--- src/rtl/asd_pkg.sv ---
// Shared types, codes and the magic table of the archive stream deframer.
// Depends on nothing; every other file imports it.
`timescale 1ns / 1ps
`default_nettype none

package asd_pkg;

	// Input beat: one archive byte plus the end-of-archive mark
	typedef struct packed {
		logic [7:0] data_byte;
		logic       end_of_input;
	} asd_in_t;

	// Output beat: the byte, its tag and the status after it
	typedef struct packed {
		logic [7:0]  byte_value;
		logic [2:0]  byte_kind;
		logic [31:0] file_number;
		logic        field_last;
		logic [2:0]  parse_status;
	} asd_out_t;

	// Parser phases
	localparam logic [2:0] PH_MAGIC   = 3'd0;
	localparam logic [2:0] PH_VERSION = 3'd1;
	localparam logic [2:0] PH_COUNT   = 3'd2;
	localparam logic [2:0] PH_NAMELEN = 3'd3;
	localparam logic [2:0] PH_NAME    = 3'd4;
	localparam logic [2:0] PH_SIZE    = 3'd5;
	localparam logic [2:0] PH_CONTENT = 3'd6;
	localparam logic [2:0] PH_HALT    = 3'd7;

	// Byte kinds
	localparam logic [2:0] K_MAGIC   = 3'd0;
	localparam logic [2:0] K_VERSION = 3'd1;
	localparam logic [2:0] K_COUNT   = 3'd2;
	localparam logic [2:0] K_NAMELEN = 3'd3;
	localparam logic [2:0] K_NAME    = 3'd4;
	localparam logic [2:0] K_SIZE    = 3'd5;
	localparam logic [2:0] K_CONTENT = 3'd6;
	localparam logic [2:0] K_IGNORED = 3'd7;

	// Parse status
	localparam logic [2:0] ST_RUNNING  = 3'd0;
	localparam logic [2:0] ST_COMPLETE = 3'd1;
	localparam logic [2:0] ST_BADMAGIC = 3'd2;
	localparam logic [2:0] ST_BADVER   = 3'd3;
	localparam logic [2:0] ST_TRUNC    = 3'd4;

	localparam logic [7:0] VERSION_RESET = 8'h01;

	// Expected magic byte at a given position of the header
	function automatic logic [7:0] magic_byte(input logic [1:0] idx);
		logic [7:0] m;
		case (idx)
			2'd0: m = 8'h56;
			2'd1: m = 8'h59;
			2'd2: m = 8'h54;
			default: m = 8'h52;
		endcase
		return m;
	endfunction

endpackage

`default_nettype wire

--- src/rtl/asd_parse.sv ---
// Parser state and per-byte tagging logic of the archive stream deframer.
// Depends on asd_pkg.
`timescale 1ns / 1ps
`default_nettype none

module asd_parse
	import asd_pkg::*;
(
	input  wire logic       clk,
	input  wire logic       arst_n,
	input  wire logic       step,
	input  wire asd_in_t    item,
	input  wire logic [7:0] expected_version,
	output asd_out_t        result
);

	logic [2:0]  phase_q, phase_d;
	logic [1:0]  fbc_q, fbc_d;
	logic [31:0] asm_q, asm_d;
	logic [31:0] files_q, files_d;
	logic [31:0] cur_q, cur_d;
	logic [15:0] name_q, name_d;
	logic [31:0] cont_q, cont_d;
	logic [2:0]  status_q, status_d;

	logic [31:0] asm_new;
	logic [31:0] files_dec;
	logic [15:0] name_dec;
	logic [31:0] cont_dec;
	logic [2:0]  kind;
	logic [31:0] fnum;
	logic        last;
	logic [7:0]  b;

	always_comb begin
		b         = item.data_byte;
		asm_new   = asm_q | ({24'd0, b} << {fbc_q, 3'b000});
		files_dec = files_q - 32'd1;
		name_dec  = name_q - 16'd1;
		cont_dec  = cont_q - 32'd1;

		phase_d  = phase_q;
		fbc_d    = fbc_q;
		asm_d    = asm_q;
		files_d  = files_q;
		cur_d    = cur_q;
		name_d   = name_q;
		cont_d   = cont_q;
		status_d = status_q;
		kind     = K_IGNORED;
		fnum     = 32'd0;
		last     = 1'b0;

		case (phase_q)
			PH_MAGIC: begin
				kind = K_MAGIC;
				last = (fbc_q == 2'd3);
				if (b != magic_byte(fbc_q)) begin
					phase_d  = PH_HALT;
					status_d = ST_BADMAGIC;
				end else if (last) begin
					fbc_d   = 2'd0;
					phase_d = PH_VERSION;
				end else begin
					fbc_d = fbc_q + 2'd1;
				end
			end
			PH_VERSION: begin
				kind = K_VERSION;
				last = 1'b1;
				if (b != expected_version) begin
					phase_d  = PH_HALT;
					status_d = ST_BADVER;
				end else begin
					fbc_d   = 2'd0;
					asm_d   = 32'd0;
					phase_d = PH_COUNT;
				end
			end
			PH_COUNT: begin
				kind = K_COUNT;
				last = (fbc_q == 2'd3);
				if (last) begin
					files_d = asm_new;
					fbc_d   = 2'd0;
					asm_d   = 32'd0;
					if (asm_new == 32'd0) begin
						phase_d  = PH_HALT;
						status_d = ST_COMPLETE;
					end else begin
						phase_d = PH_NAMELEN;
					end
				end else begin
					asm_d = asm_new;
					fbc_d = fbc_q + 2'd1;
				end
			end
			PH_NAMELEN: begin
				kind = K_NAMELEN;
				fnum = cur_q;
				last = (fbc_q == 2'd1);
				if (last) begin
					name_d  = asm_new[15:0];
					fbc_d   = 2'd0;
					asm_d   = 32'd0;
					phase_d = (asm_new[15:0] == 16'd0) ? PH_SIZE : PH_NAME;
				end else begin
					asm_d = asm_new;
					fbc_d = fbc_q + 2'd1;
				end
			end
			PH_NAME: begin
				kind   = K_NAME;
				fnum   = cur_q;
				name_d = name_dec;
				if (name_dec == 16'd0) begin
					last    = 1'b1;
					fbc_d   = 2'd0;
					asm_d   = 32'd0;
					phase_d = PH_SIZE;
				end
			end
			PH_SIZE: begin
				kind = K_SIZE;
				fnum = cur_q;
				last = (fbc_q == 2'd3);
				if (last) begin
					cont_d = asm_new;
					fbc_d  = 2'd0;
					asm_d  = 32'd0;
					if (asm_new == 32'd0) begin
						// empty content: close the file here
						files_d = files_dec;
						cur_d   = cur_q + 32'd1;
						if (files_dec == 32'd0) begin
							phase_d  = PH_HALT;
							status_d = ST_COMPLETE;
						end else begin
							phase_d = PH_NAMELEN;
						end
					end else begin
						phase_d = PH_CONTENT;
					end
				end else begin
					asm_d = asm_new;
					fbc_d = fbc_q + 2'd1;
				end
			end
			PH_CONTENT: begin
				kind   = K_CONTENT;
				fnum   = cur_q;
				cont_d = cont_dec;
				if (cont_dec == 32'd0) begin
					last    = 1'b1;
					files_d = files_dec;
					cur_d   = cur_q + 32'd1;
					if (files_dec == 32'd0) begin
						phase_d  = PH_HALT;
						status_d = ST_COMPLETE;
					end else begin
						phase_d = PH_NAMELEN;
					end
				end
			end
			default: begin
				// halted: hold everything
			end
		endcase

		// early end while still running
		if (phase_q != PH_HALT && item.end_of_input && status_d == ST_RUNNING) begin
			status_d = ST_TRUNC;
			phase_d  = PH_HALT;
		end

		result.byte_value   = b;
		result.byte_kind    = kind;
		result.file_number  = fnum;
		result.field_last   = last;
		result.parse_status = status_d;
	end

	always_ff @(posedge clk or negedge arst_n) begin
		if (!arst_n) begin
			phase_q  <= PH_MAGIC;
			fbc_q    <= 2'd0;
			asm_q    <= 32'd0;
			files_q  <= 32'd0;
			cur_q    <= 32'd0;
			name_q   <= 16'd0;
			cont_q   <= 32'd0;
			status_q <= ST_RUNNING;
		end else if (step) begin
			phase_q  <= phase_d;
			fbc_q    <= fbc_d;
			asm_q    <= asm_d;
			files_q  <= files_d;
			cur_q    <= cur_d;
			name_q   <= name_d;
			cont_q   <= cont_d;
			status_q <= status_d;
		end
	end

endmodule

`default_nettype wire

--- src/rtl/archive_stream_deframer.sv ---
// Top level of the archive stream deframer: handshake, input and result stages.
// Depends on asd_pkg and asd_parse.
`timescale 1ns / 1ps
`default_nettype none

// Archive stream deframer. Feed the archive one byte per beat on the input
// channel and mark the final byte with end_of_input. Every input beat yields
// exactly one output beat carrying the same byte, its field kind (magic,
// version, file count, name length, name, content size, content, or ignored),
// the index of the file it belongs to, a flag on the last byte of each field,
// and the parse status after that byte. The header must start with the magic
// 56 59 54 52 followed by a version byte equal to expected_version (reset 1,
// written through the cfg channel; the user must write it only while the
// block is idle, which the block itself does not enforce; cfg_ready is
// always high). After completion, a bad magic, a bad version or a truncated
// stream, every later byte is tagged ignored with the held status until reset.
// Throughput is one byte per cycle while the output does not stall; the parse
// logic between the input stage and the registered result stage advances once
// per byte. The input stage frees itself whenever the result stage can move,
// so one more byte is taken while a finished result waits on a stalled output.

module archive_stream_deframer
	import asd_pkg::*;
(
	input  wire logic       clk,
	input  wire logic       arst_n,
	input  wire logic       in_valid,
	output logic            in_ready,
	input  wire asd_in_t    in_data,
	output logic            out_valid,
	input  wire logic       out_ready,
	output asd_out_t        out_data,
	input  wire logic       cfg_valid,
	output logic            cfg_ready,
	input  wire logic [7:0] cfg_data
);

	logic       v_s1;
	asd_in_t    item_s1;
	logic       v_s2;
	asd_out_t   res_s2;
	logic [7:0] version_q;
	logic       adv_s1;
	logic       step;
	asd_out_t   result;

	// result stage moves when empty or being drained
	assign adv_s1    = !v_s2 || out_ready;
	assign in_ready  = !v_s1 || adv_s1;
	assign step      = v_s1 && adv_s1;
	assign out_valid = v_s2;
	assign out_data  = res_s2;
	assign cfg_ready = 1'b1;

	// configuration register
	always_ff @(posedge clk or negedge arst_n) begin
		if (!arst_n) begin
			version_q <= VERSION_RESET;
		end else if (cfg_valid && cfg_ready) begin
			version_q <= cfg_data;
		end
	end

	// input stage: take a beat whenever the stage is free or moving on
	always_ff @(posedge clk or negedge arst_n) begin
		if (!arst_n) begin
			v_s1 <= 1'b0;
		end else if (in_ready) begin
			v_s1 <= in_valid;
		end
	end

	always_ff @(posedge clk) begin
		if (in_ready && in_valid) begin
			item_s1 <= in_data;
		end
	end

	// parse one byte per step
	asd_parse u_parse (
		.clk              (clk),
		.arst_n           (arst_n),
		.step             (step),
		.item             (item_s1),
		.expected_version (version_q),
		.result           (result)
	);

	// result stage: hold while the output stalls
	always_ff @(posedge clk or negedge arst_n) begin
		if (!arst_n) begin
			v_s2 <= 1'b0;
		end else if (adv_s1) begin
			v_s2 <= v_s1;
		end
	end

	always_ff @(posedge clk) begin
		if (step) begin
			res_s2 <= result;
		end
	end

endmodule

`default_nettype wire

--- config.mk ---
export PLATFORM = sky130hd
export DESIGN_NAME = archive_stream_deframer
export DESIGN_NICKNAME = d
export VERILOG_FILES = /design/src/rtl/asd_pkg.sv /design/src/rtl/asd_parse.sv /design/src/rtl/archive_stream_deframer.sv
export SDC_FILE = /design/constraint.sdc
export NUM_CORES = 1
export LEC_CHECK = 0
export ABC_CLOCK_PERIOD_IN_PS = 7700
export BUFFER_PORTS_ARGS = -buffer_cell sky130_fd_sc_hd__buf_4
export CAP_MARGIN = 5
export CORE_MARGIN = 3
export CORE_UTILIZATION = 55
export DETAILED_ROUTE_END_ITERATION = 10
export PLACE_DENSITY = 0.71
export SLEW_MARGIN = 10
export SYNTH_ARGS = -nofsm -noshare
export SYNTH_HDL_FRONTEND = slang
export SYNTH_HIERARCHICAL = 1
export SYNTH_SLANG_ARGS = --single-unit
--- constraint.sdc ---
create_clock -name clk -period 7.7 [get_ports clk]
set_clock_uncertainty 0.05 [all_clocks]
set_input_delay 2.31 -clock clk [delete_from_list [all_inputs] [get_ports clk]]
set_output_delay 2.31 -clock clk [all_outputs]
set_load 0.1 [all_outputs]
==> results of run 1 <==
-- cell usage in the layout, fill, tap and decap left out, types with 5 or more instances in the layout --
cell and n:
dfrtp_1 161, nand2_1 150, a21oi_1 117, nor2_1 112, o21ai_0 112, buf_4 84
edfxtp_1 56, nor3_1 44, nand3_1 41, o31ai_1 39, nor2b_1 35, inv_1 34
nor4_1 31, xnor2_1 31, xor2_1 26, clkbuf_16 25, o22ai_1 24, nand4_1 23
and3_1 22, a22o_1 22, or3_1 12, ha_1 12, a31oi_1 10, a21o_1 10
nand2b_1 9, mux2_4 8, or4_1 8, and2_1 6, nor4b_1 6, nor3_2 6
or2_2 5, o22a_1 5, a22oi_1 5, o32ai_1 5, o211ai_1 5
-- cells by family (layout without fill, tap and decap cells) --
group	after synthesis	count (layout)
other	1	1
buffers and inverters	134	166
XOR/XNOR	58	58
AND/OR/NAND/NOR	537	537
flip-flops	218	218
multiplexers	12	12
adder cells (fa/ha/maj)	12	12
AO/OA/AOI/OAI	400	400
-- registers in the layout (all words and copies together) (netlist names) --
signal / count
item_s1: 9
out_data: 47
out_valid: 1
u_parse/asm_q: 32
u_parse/cont_q: 32
u_parse/cur_q: 32
u_parse/fbc_q: 2
u_parse/files_q: 32
u_parse/name_q: 16
u_parse/phase_q: 3
u_parse/status_q: 3
v_s1: 1
version_q: 8
-- final timing paths --
path	endpoint	slack [ns]	depth (start not counted)
worst max-delay path	in_ready	2.47	3
worst min-delay path	u_parse/cur_q[22]	0.43	1
worst max register to register	u_parse/files_q[23]	2.97	11
worst min register to register	u_parse/cur_q[22]	0.43	1
max in group asynchronous	u_parse/files_q[22]	4.68	2
min in group asynchronous	u_parse/cont_q[22]	1.74	1
-- through the flow --
stage / cells / cell area (µm²) / total power [mW] / worst slack [ns] / utilization
6_report: 1684 / 13900 / 5.81 / 2.47 / 0.632
3_5_place_dp: 1638 / 13000 / 4.50 / 2.48 / 0.592
4_1_cts: 1684 / 13900 / 5.77 / 2.48 / 0.632
3_3_place_gp: 1638 / 13000 / 4.45 / 2.50 / 0.592
5_1_grt: 1684 / 13900 / 6.18 / 2.44 / 0.632
2_1_floorplan: 1372 / 12400 / 3.75 / 2.21 / -
-- routing by layer --
metal / routed length [µm] / vias to the layer above / GRT usage / part of all wire
met1: 14400 / 5242 / 0.391 / 0.42
met3: 2540 / 81 / 0.0413 / 0.074
li1: - / 5052 / - / -
met4: 1230 / 0 / 0.100 / 0.036
met5: 0 / - / 0 / 0
met2: 16200 / 471 / 0.452 / 0.47
-- area by class of cell --
type	instances	area (µm²)	share of cell area
multi-input cells	1020	6130	0.442
well taps	280	350	0.0253
clock inverters	14	195	0.0141
inverters	35	131	0.00947
flip-flops and latches	218	5740	0.414
repair buffers	85	642	0.0463
clock buffers	32	682	0.0492
-- power breakdown --
| part | internal [mW] | switching (mW) | leakage, nW | total (mW) |
|---|---|---|---|---|
| Clock | 0.766 | 0.497 | 0.418 | 1.26 |
| Sequential | 1.50 | 0.446 | 2.65 | 1.94 |
| Combinational | 0.843 | 1.76 | 2.73 | 2.60 |
| Total | 3.10 | 2.70 | 5.79 | 5.81 |
==> summary.txt, run 1 <==
Synthesis
  • Count leader, synth: dfrtp_1
  • Synth cell count leaders: dfrtp_1 (161), nand2_1 (150), a21oi_1 (117)
  • Area leader, netlist: dfrtp_1
  • Yosys cell types: 82
  • Synth area leaders: dfrtp_1 (33%), edfxtp_1 (14%), a21oi_1 (4.7%)
  • Xor/xnor cell area share of the yosys netlist: 0.0410
  • Synth Net Count: 1406
  • Ys Warns: 6
  • Post-synthesis sequential area ratio: 0.464
  • Share of the synthesized area in the top cell type: 0.326
  • Avg Cell Area, Syn: 9.02 µm²
  • Post-Synthesis Cells: 1372
  • Post-synth EDFFs: 56
  • Synth Area in Compound Gates: 0.203
  • Async set-or-reset flop fraction in the synthesized netlist: 0.743
  • Simple-gate share of the synthesized area: 0.222
  • Largest family of logic cells by synthesized area: simple AND/OR/NAND/NOR gates
  • Synthesized-area fraction occupied by adder cells: 0.0121
  • Synth Register Bits: 218
  • Mux contribution to synthesized area: 0.0131
  • Synthesized area: 0.0124 mm²
  • Top FF cell, synth: dfrtp_1

Timing
  • Tcrit/Tclk final: 0.680
  • Worst hold slack: 0.430 ns
  • FMAX: 191 MHz
  • Setup TNS: 0 ns
  • Hold Vio Cnt, Final: 0
  • Worst-margin pin slew: 1.16 ns
  • RSZ-0062 raised after global routing: false
  • Tmin final: 5.23 ns
  • Rel. slew slack: 0.227
  • Fin. max-slew vios: 0
  • Setup-failing EPs final: 0

Clock network
  • # H-tree levels: 1
  • Post-CTS Hold Buffers: 0
  • Clock latency on the worst-skew pair: 0.53 ns
  • Clk slew on worst S/H paths: 0.07 ns
  • Root Buffer: clkbuf_16
  • Post-CTS Setup Repair Bufs: 0
  • TritonCTS clock tree: done
  • CTS max path bufs: 3
  • PostCTS Resize Cnt: 0
  • Sink Count: 218
  • Inserted Clock Buffers: 25

Routing
  • Post-route ant nets: 0
  • Post-DR vias/cell: 6.44
  • 1st-iter DRT viols: 1066
  • Vias: 10846
  • DRT Pass-1 Iters: 5
  • Final WL: 34.4 mm
  • DR WL/cell: 20.4 µm
  • # DRC: 0

Global route
  • Initial antenna violation count: 0
  • Vias in the first global route: 10042
  • First-pass GRT wire length: 55.1 mm
  • Largest net degree at the start of global routing: 66
  • Global Route Usage Sum: 0.281
  • GRT Residual Overflow: 0

Setup path
  • Critical-path maximum fanout: 3
  • Critical path class: input pin to output pin
  • Cell mode on critical path: buf_4
  • R2r startpoint: u_parse/cont_q[0]
  • Critical Path Max Stage Delay: 0.26 ns
  • Critical path required time: 5.34 ns
  • Worst Setup SP: out_ready
  • CP max-delay cell: buf_4
  • Crit path capture type: output pin
  • CP bufs+invs: 2
  • CP Cell Sequence: buf_4 > nand3b_1 > buf_4
  • Crit-path leading delay family: buffers and inverters
  • Crit path DAT: 2.87 ns
  • Startpoint Class: input pin

Power
  • Leakage: 5.79 nW
  • Max VDD drop: 0.278 mV
  • PwrDens: 419 mW/mm²

Floorplanning
  • FP Rows: 54
  • Die width: 156 µm
  • Top-Level Pins: 72
  • Core region area: 0.0220 mm²
  • Die footprint: 0.0243 mm²
  • Initial Util: 0.564
  • Die height: 156 µm

Run
  • Max cap viols: 0

Finish
  • Ant. Diodes: 0
  • Final #Nets: 1419
  • Ratio of cells with drive above 1 in the final layout: 0.119
  • Fill cell count: 1826
  • Area added between synthesis and finish: 12.1%

Place
  • DP HPWL: 23.7 mm
  • Routability cong.: 0.873
  • PortBufs: 70

Min path
  • Hold crit path type: flip-flop to flip-flop
  • Hold Startpoint: u_parse/cur_q[22]

Status
  • Run status: completed
No activity file was read; power rests on OpenSTA's default activity.
==> run 2: changes to the inputs <==
- ABC_CLOCK_PERIOD_IN_PS: 7700 -> 5400
- clock period: 7.7 -> 5.4 ns (I/O delays scaled with it)
==> run 2 against run 1 <==
- non-clock buffer count grew 2
- die area is the same
- first-iteration DRC count grew 0.75%
- register-to-register slack lost 1.9 ns
- clock power grew 40%
- setup slack lost 1.4 ns
- critical path depth grew 9
- via count shrank 0.48%
- final cell count grew 0.12%
- power grew 42%
- hold slack lost 0.0027 ns
- largest cell class unchanged
==> summary.txt, run 2 (synthesis gave the netlist of run 1 again) <==
Setup path
  • Critical Path Max Stage Delay: 0.47 ns (+0.21 ns)
  • CP bufs+invs: 1 (-1)
  • CP Cell Sequence: inv_1 > ha_1 > nor4b_4 > nand4_2 > or3_1 > a211o_1 > nor4b_1 > nand4_1 > a211oi_4 > and3_1 > nand4_1 > xnor2_1
  • Cell mode on critical path: nand4_1
  • CP max-delay cell: or3_1
  • Critical path required time: 5.77 ns (+0.43 ns)
  • Crit path DAT: 4.66 ns (+1.79 ns)
  • Critical path class: flip-flop to flip-flop
  • Crit-path leading delay family: simple AND/OR/NAND/NOR gates
  • Startpoint Class: flip-flop
  • Critical-path maximum fanout: 10 (+7)
  • Crit path capture type: flip-flop

Power
  • Max VDD drop: 0.304 mV (+9.6%)
  • PwrDens: 594 mW/mm² (+42%)
  • Leakage: 5.80 nW (about the same)

Routing
  • Final WL: 34.5 mm (+0.34%)
  • DRT Pass-1 Iters: 5 (unchanged)
  • # DRC: 0 (unchanged)
  • Post-route ant nets: 0 (unchanged)
  • Met2 wire len: 15.6 mm (-4.2%)
  • Post-DR vias/cell: 6.40 (-0.60%)
  • Wl on met1: 15.2 mm (+5.7%)
  • DR WL/cell: 20.5 µm (+0.22%)
  • Top sig layer: met4
  • Vias: 10794 (-0.48%)
  • 1st-iter DRT viols: 1074 (+0.75%)
  • Met3 WL: 2.41 mm (-5.0%)

Finish
  • Most frequent cells in the layout: dfrtp_1 (161), nand2_1 (150), a21oi_1 (117)
  • Filler-free cell count of the finished design: 1686 (+0.12%)
  • Register area: 0.00574 mm² (unchanged)
  • Most common cell after layout, fill and taps aside: dfrtp_1
  • Multi-input logic area: 0.00613 mm² (-0.12%)
  • Ratio of cells with drive above 1 in the final layout: 0.120 (+0.00125)
  • Fill cell count: 1858 (+1.8%)
  • Core Util, Final: 0.632 (about the same)
  • Ant. Diodes: 0 (unchanged)
  • Largest register FFs: 47 (unchanged)
  • Final #Nets: 1421 (+0.14%)
  • Area added between synthesis and finish: 12.2% (about the same)

Timing
  • Worst-margin pin slew: 1.07 ns (-0.0893 ns)
  • RSZ-0062 raised after global routing: false
  • Tmin final: 4.29 ns
  • FMAX: 233 MHz
  • Tcrit/Tclk final: 0.794
  • Setup-failing EPs final: 0 (unchanged)
  • Worst hold slack: 0.428 ns (-0.00265 ns)
  • Setup TNS: 0 ns (unchanged)
  • Hold Vio Cnt, Final: 0 (unchanged)
  • Fin. max-slew vios: 0 (unchanged)
  • Rel. slew slack: 0.289 (+0.0617)

Global route
  • First-pass GRT wire length: 55.3 mm (+0.29%)
  • GRT Residual Overflow: 0 (unchanged)
  • Global Route Usage Sum: 0.282 (+0.000874)
  • Largest net degree at the start of global routing: 93 (+41%)
  • Vias in the first global route: 10225 (+1.8%)
  • Initial antenna violation count: 0 (unchanged)

Floorplanning
  • Die height: 156 µm (unchanged)
  • Top-Level Pins: 72 (unchanged)
  • FP Rows: 54 (unchanged)
  • Initial Util: 0.564 (unchanged)
  • Die footprint: 0.0243 mm² (unchanged)
  • Core region area: 0.0220 mm² (unchanged)
  • Die width: 156 µm (unchanged)

Clock network
  • CTS max path bufs: 3 (unchanged)
  • TritonCTS clock tree: done
  • PostCTS Resize Cnt: 0 (unchanged)
  • Clock latency on the worst-skew pair: 0.53 ns (about the same)
  • Post-CTS Hold Buffers: 0 (unchanged)
  • Root Buffer: clkbuf_16
  • # H-tree levels: 1 (unchanged)
  • Clk slew on worst S/H paths: 0.06 ns (about the same)
  • Sink Count: 218 (unchanged)
  • Inserted Clock Buffers: 25 (unchanged)
  • Post-CTS Setup Repair Bufs: 0 (unchanged)

Place
  • DP HPWL: 24.1 mm (+1.8%)
  • Cells after DPL: 1640 (+0.12%)
  • Routability cong.: 0.940 (+7.7%)
  • PortBufs: 70 (unchanged)

Run
  • Max cap viols: 0 (unchanged)

Status
  • Run status: completed

Min path
  • Hold crit path type: flip-flop to flip-flop
## run 2: cell count changes in the layout (fill, tap and decap cells not counted), moves of 2 or more
cell and delta:
clkinvlp_4 +2, clkbuf_1 -2, clkinv_1 +2, clkinv_2 +2
clkbuf_8 -3
## run 2: worst paths after layout
check / from / endpoint / slack [ns] / depth (start not counted)
setup / recovery: u_parse/cont_q[0] / u_parse/cur_q[31] / 1.11 / 12
hold / removal: u_parse/cur_q[31] / u_parse/cur_q[31] / 0.43 / 1
setup reg to reg: u_parse/cont_q[0] / u_parse/cur_q[31] / 1.11 / 12
hold reg to reg: u_parse/cur_q[31] / u_parse/cur_q[31] / 0.43 / 1
max in group asynchronous: arst_n / version_q[0] / 3.29 / 2
min in group asynchronous: arst_n / u_parse/cont_q[30] / 1.12 / 1
## run 2: per-layer routing
| metal | global-route usage | vias to the layer above |
|---|---|---|
| li1 | - | 5050 |
| met5 | 0 | - |
| met1 | 0.399 | 5229 |
| met3 | 0.0452 | 87 |
| met4 | 0.106 | 0 |
| met2 | 0.441 | 428 |
## run 2: stage by stage
step | power [mW] | setup WS, ns | cell area (µm²)
after global routing | 8.79 | 0.801 | 13900
after CTS | 8.21 | 1.15 | 13900
after floorplan | 5.34 | 0.924 | 12400
after detailed placement | 6.41 | 1.16 | 13000
after global placement | 6.35 | 1.28 | 13000
final | 8.25 | 1.11 | 13900
## run 2: layout make-up
cell class	instances	share of cell area
inverter	35	0.00946
sequential	218	0.413
clock inverter	19	0.0171
timing repair buffer	87	0.0482
multi-input combinational	1020	0.441
clock buffer	27	0.0456
tap	280	0.0252
## run 2: worst register-to-register path, delay by kind of cell (launching register included)
kind / cells / cell delay, ns
adders and majority gates: 1 / 0.33
buffers and inverters: 1 / 0.08
DFF: 1 / 0.44
xor gates and xnor gates: 1 / 0.15
and+or+nand+nor: 7 / 2.33
AOI/OAI and AO/OA: 2 / 0.78
## run 2: power breakdown
group          internal (mW)  switching [mW]
combinational           1.21            2.50
sequential              2.13           0.638
clock                   1.05           0.719
total                   4.40            3.85
==> run 3: changes to the inputs <==
- ABC_AREA: not set -> 1
- ABC_CLOCK_PERIOD_IN_PS: 5400 -> 4480
- clock period: 5.4 -> 4.48 ns (I/O delays scaled with it)
==> run 3 against run 2 <==
- sequential power is 22% higher
- combinational power is 39% higher
- setup slack worse by 0.52 ns
- wire length rose by 4.1%
- critical path type unchanged
==> summary.txt, run 3 <==
Status
  • Run status: completed

Clock network
  • PostCTS Resize Cnt: 0 (unchanged)
  • CTS max path bufs: 3 (unchanged)
  • Sink Count: 218 (unchanged)
  • Clock latency on the worst-skew pair: 0.52 ns (about the same)
  • TritonCTS clock tree: done
  • Root Buffer: clkbuf_16
  • # H-tree levels: 1 (unchanged)
  • Post-CTS Hold Buffers: 0 (unchanged)
  • Inserted Clock Buffers: 24 (-4.0%)
  • Post-CTS Setup Repair Bufs: 0 (unchanged)
  • Clk slew on worst S/H paths: 0.06 ns (about the same)

Routing
  • DR WL/cell: 16.7 µm (-18%)
  • # DRC: 0 (unchanged)
  • DRT Pass-1 Iters: 7 (+2)
  • 1st-iter DRT viols: 1244 (+16%)
  • Vias: 11972 (+11%)
  • Post-route ant nets: 0 (unchanged)
  • Post-DR vias/cell: 5.58 (-13%)
  • Final WL: 35.9 mm (+4.1%)

Setup path
  • Critical path required time: 4.86 ns (-0.91 ns)
  • CP max-delay cell: a31oi_1
  • CP Cell Sequence: inv_1 > a31oi_1 > nand4_1 > nor2_1 > nand2_1 > nor2_2 > nor2_1 > inv_1 > nand2_1 > nor4_4 > buf_12 > o21ai_0 > o22ai_1
  • Critical Path Max Stage Delay: 0.74 ns (+0.27 ns)
  • Critical-path maximum fanout: 64 (+54)
  • Crit path capture type: flip-flop
  • Crit path DAT: 4.27 ns (-0.39 ns)
  • Startpoint Class: flip-flop
  • Critical path class: flip-flop to flip-flop
  • Reg2reg setup slack: 0.59 ns (-0.52 ns)

Timing
  • Setup-failing EPs final: 0 (unchanged)
  • Hold Vio Cnt, Final: 0 (unchanged)
  • Fin. max-slew vios: 0 (unchanged)
  • Setup TNS: 0 ns (unchanged)
  • Rel. slew slack: 0.312 (+0.0230)
  • RSZ-0062 raised after global routing: false
  • FMAX: 257 MHz (+10%)
  • Worst-margin pin slew: 1.03 ns (-0.0356 ns)
  • Tcrit/Tclk final: 0.869 (+0.0743)
  • Tmin final: 3.89 ns (-0.398 ns)

Synthesis
  • Synthesized area: 0.0131 mm² (+5.9%)
  • Ys Warns: 6 (unchanged)
  • Synth cell count leaders: nand2_1 (388), nor2_1 (260), inv_1 (235)
  • Top FF cell, synth: dfrtp_1
  • Post-synthesis sequential area ratio: 0.438 (-0.0258)
  • Post-synth EDFFs: 56 (unchanged)
  • Synth Register Bits: 218 (unchanged)
  • Post-Synthesis Cells: 1771 (+29%)
  • Share of the synthesized area in the top cell type: 0.307 (-0.0181)
  • Area leader, netlist: dfrtp_1
  • Async set-or-reset flop fraction in the synthesized netlist: 0.743 (unchanged)
  • Yosys cell types: 46 (-44%)
  • Avg Cell Area, Syn: 7.40 µm² (-18%)
  • Count leader, synth: nand2_1
  • Synth Net Count: 1805 (+28%)
  • Synth area leaders: dfrtp_1 (31%), edfxtp_1 (13%), nand2_1 (11%)

Floorplanning
  • Initial Util: 0.569 (+0.00493)
  • Top-Level Pins: 72 (unchanged)
  • Die width: 160 µm (+2.8%)
  • Core region area: 0.0231 mm² (+5.0%)
  • Die footprint: 0.0257 mm² (+5.7%)
  • Die height: 160 µm (+2.8%)
  • FP Rows: 55 (+1.9%)

Place
  • Placed cell areas: 0.0138 mm² (+6.2%)
  • Routability cong.: 0.964 (+2.6%)
  • PortBufs: 70 (unchanged)
  • DP HPWL: 25.8 mm (+6.9%)

Global route
  • Met1 usage: 0.387 (-0.0122)
  • Largest net degree at the start of global routing: 90 (-3.2%)
  • Initial antenna violation count: 0 (unchanged)
  • Met2 GRT Util: 0.457 (+0.0162)
  • Vias in the first global route: 11411 (+12%)
  • Busiest grt layer: met2
  • GRT Residual Overflow: 0 (unchanged)
  • GR Util met3: 0.0299 (-0.0153)
  • Global Route Usage Sum: 0.276 (-0.00589)
  • First-pass GRT wire length: 58.4 mm (+5.7%)

Finish
  • Most common cell after layout, fill and taps aside: nand2_1
  • Area added between synthesis and finish: 11.8%
  • Core Util, Final: 0.636 (+0.00340)
  • Final Cell Area: 0.0147 mm² (+5.6%)
  • Largest register FFs: 47 (unchanged)
  • Most frequent cells in the layout: nand2_1 (388), nor2_1 (259), inv_1 (235)
  • Ratio of cells with drive above 1 in the final layout: 0.0857 (-0.0345)
  • Final #Nets: 1849 (+30%)
  • Ant. Diodes: 0 (unchanged)

Run
  • Max cap viols: 0 (unchanged)

Power
  • PwrDens: 724 mW/mm² (+22%)
  • Clock share of power: 0.198 (-0.017)
  • Reg power frac: 0.318 (-0.018)
  • Switching part of the total power: 0.489 (+0.0219)
  • Leakage: 6.48 nW (+12%)
  • Max VDD drop: 0.414 mV (+36%)
  • Comb power frac: 0.485 (+0.036)
  • Switching power: 5.19 mW (+35%)
  • Internal power: 5.42 mW (+23%)

Min path
  • Hold crit path type: flip-flop to flip-flop
[run 3: cell count changes after synthesis, sizes merged, moves of 36 or more]
| cell | change |
|---|---|
| xor2 | +36 |
| clkbuf | -40 |
| o31ai | -40 |
| a21oi | -52 |
| nand3 | +52 |
| inv | +204 |
| o21ai | +99 |
| nand2 | +242 |
| nor2 | +158 |
[run 3: cell type report]
cell class                 instances  area (µm²)
fill                            2093        8400
clock buffer                      35         683
tap                              313         392
multi-input combinational       1246        6130
sequential                       218        5740
clock inverter                     9         149
inverter                         238         893
timing repair buffer              87         669
[run 3: cells by family (layout without fill, tap and decap cells)]
group                      after synthesis  in the layout  synth area share
other                                    1              1          0.000286
AOI/OAI and AO/OA                      338            338             0.142
and+or+nand+nor                        825            825             0.266
DFF                                    218            218             0.438
xor gates and xnor gates                70             70            0.0468
adders and majority gates               12             12            0.0115
buffers and inverters                  307            369            0.0965
[run 3: worst paths after layout]
path / startpoint / end / cells after the start
setup / recovery: u_parse/fbc_q[1] / u_parse/files_q[8] / 13
hold / removal: u_parse/cur_q[2] / u_parse/cur_q[2] / 1
setup reg to reg: u_parse/fbc_q[1] / u_parse/files_q[8] / 13
hold reg to reg: u_parse/cur_q[2] / u_parse/cur_q[2] / 1
max in group asynchronous: arst_n / version_q[0] / 2
min in group asynchronous: arst_n / u_parse/cont_q[26] / 1
[run 3: critical path, delay by kind of cell (launching register included)]
kind,cells,cell delay (ns)
and+or+nand+nor,7,1.09
DFF,1,0.64
buffers and inverters,3,0.93
AOI/OAI and AO/OA,3,1.05
[run 3: power by group through the flow]
stage | clock [mW] | sequential, mW | combinational, mW
final | 2.10 | 3.37 | 5.14
after CTS | 2.14 | 3.36 | 5.08
after detailed placement | 0 | 3.38 | 5.06
after floorplan | 0 | 3.89 | 3.21
after global placement | 0 | 3.37 | 4.98
after global routing | 2.21 | 3.46 | 5.69
[run 3: per-stage QoR]
| stage | hold WS (ns) | cells | setup WS, ns | total power [mW] |
|---|---|---|---|---|
| floorplan | 0.392 | 1771 | 0.494 | 7.10 |
| global placement | 0.417 | 2102 | 0.688 | 8.36 |
| detailed placement | 0.410 | 2102 | 0.609 | 8.44 |
| CTS | 0.421 | 2146 | 0.590 | 10.6 |
| global route | 0.445 | 2146 | 0.239 | 11.4 |
| finish | 0.420 | 2146 | 0.589 | 10.6 |
[run 3: routing by layer]
metal	routed length [µm]	vias to the layer above
met1	16100	5630
li1	-	5837
met5	0	-
met3	2060	82
met4	1060	0
met2	16700	423
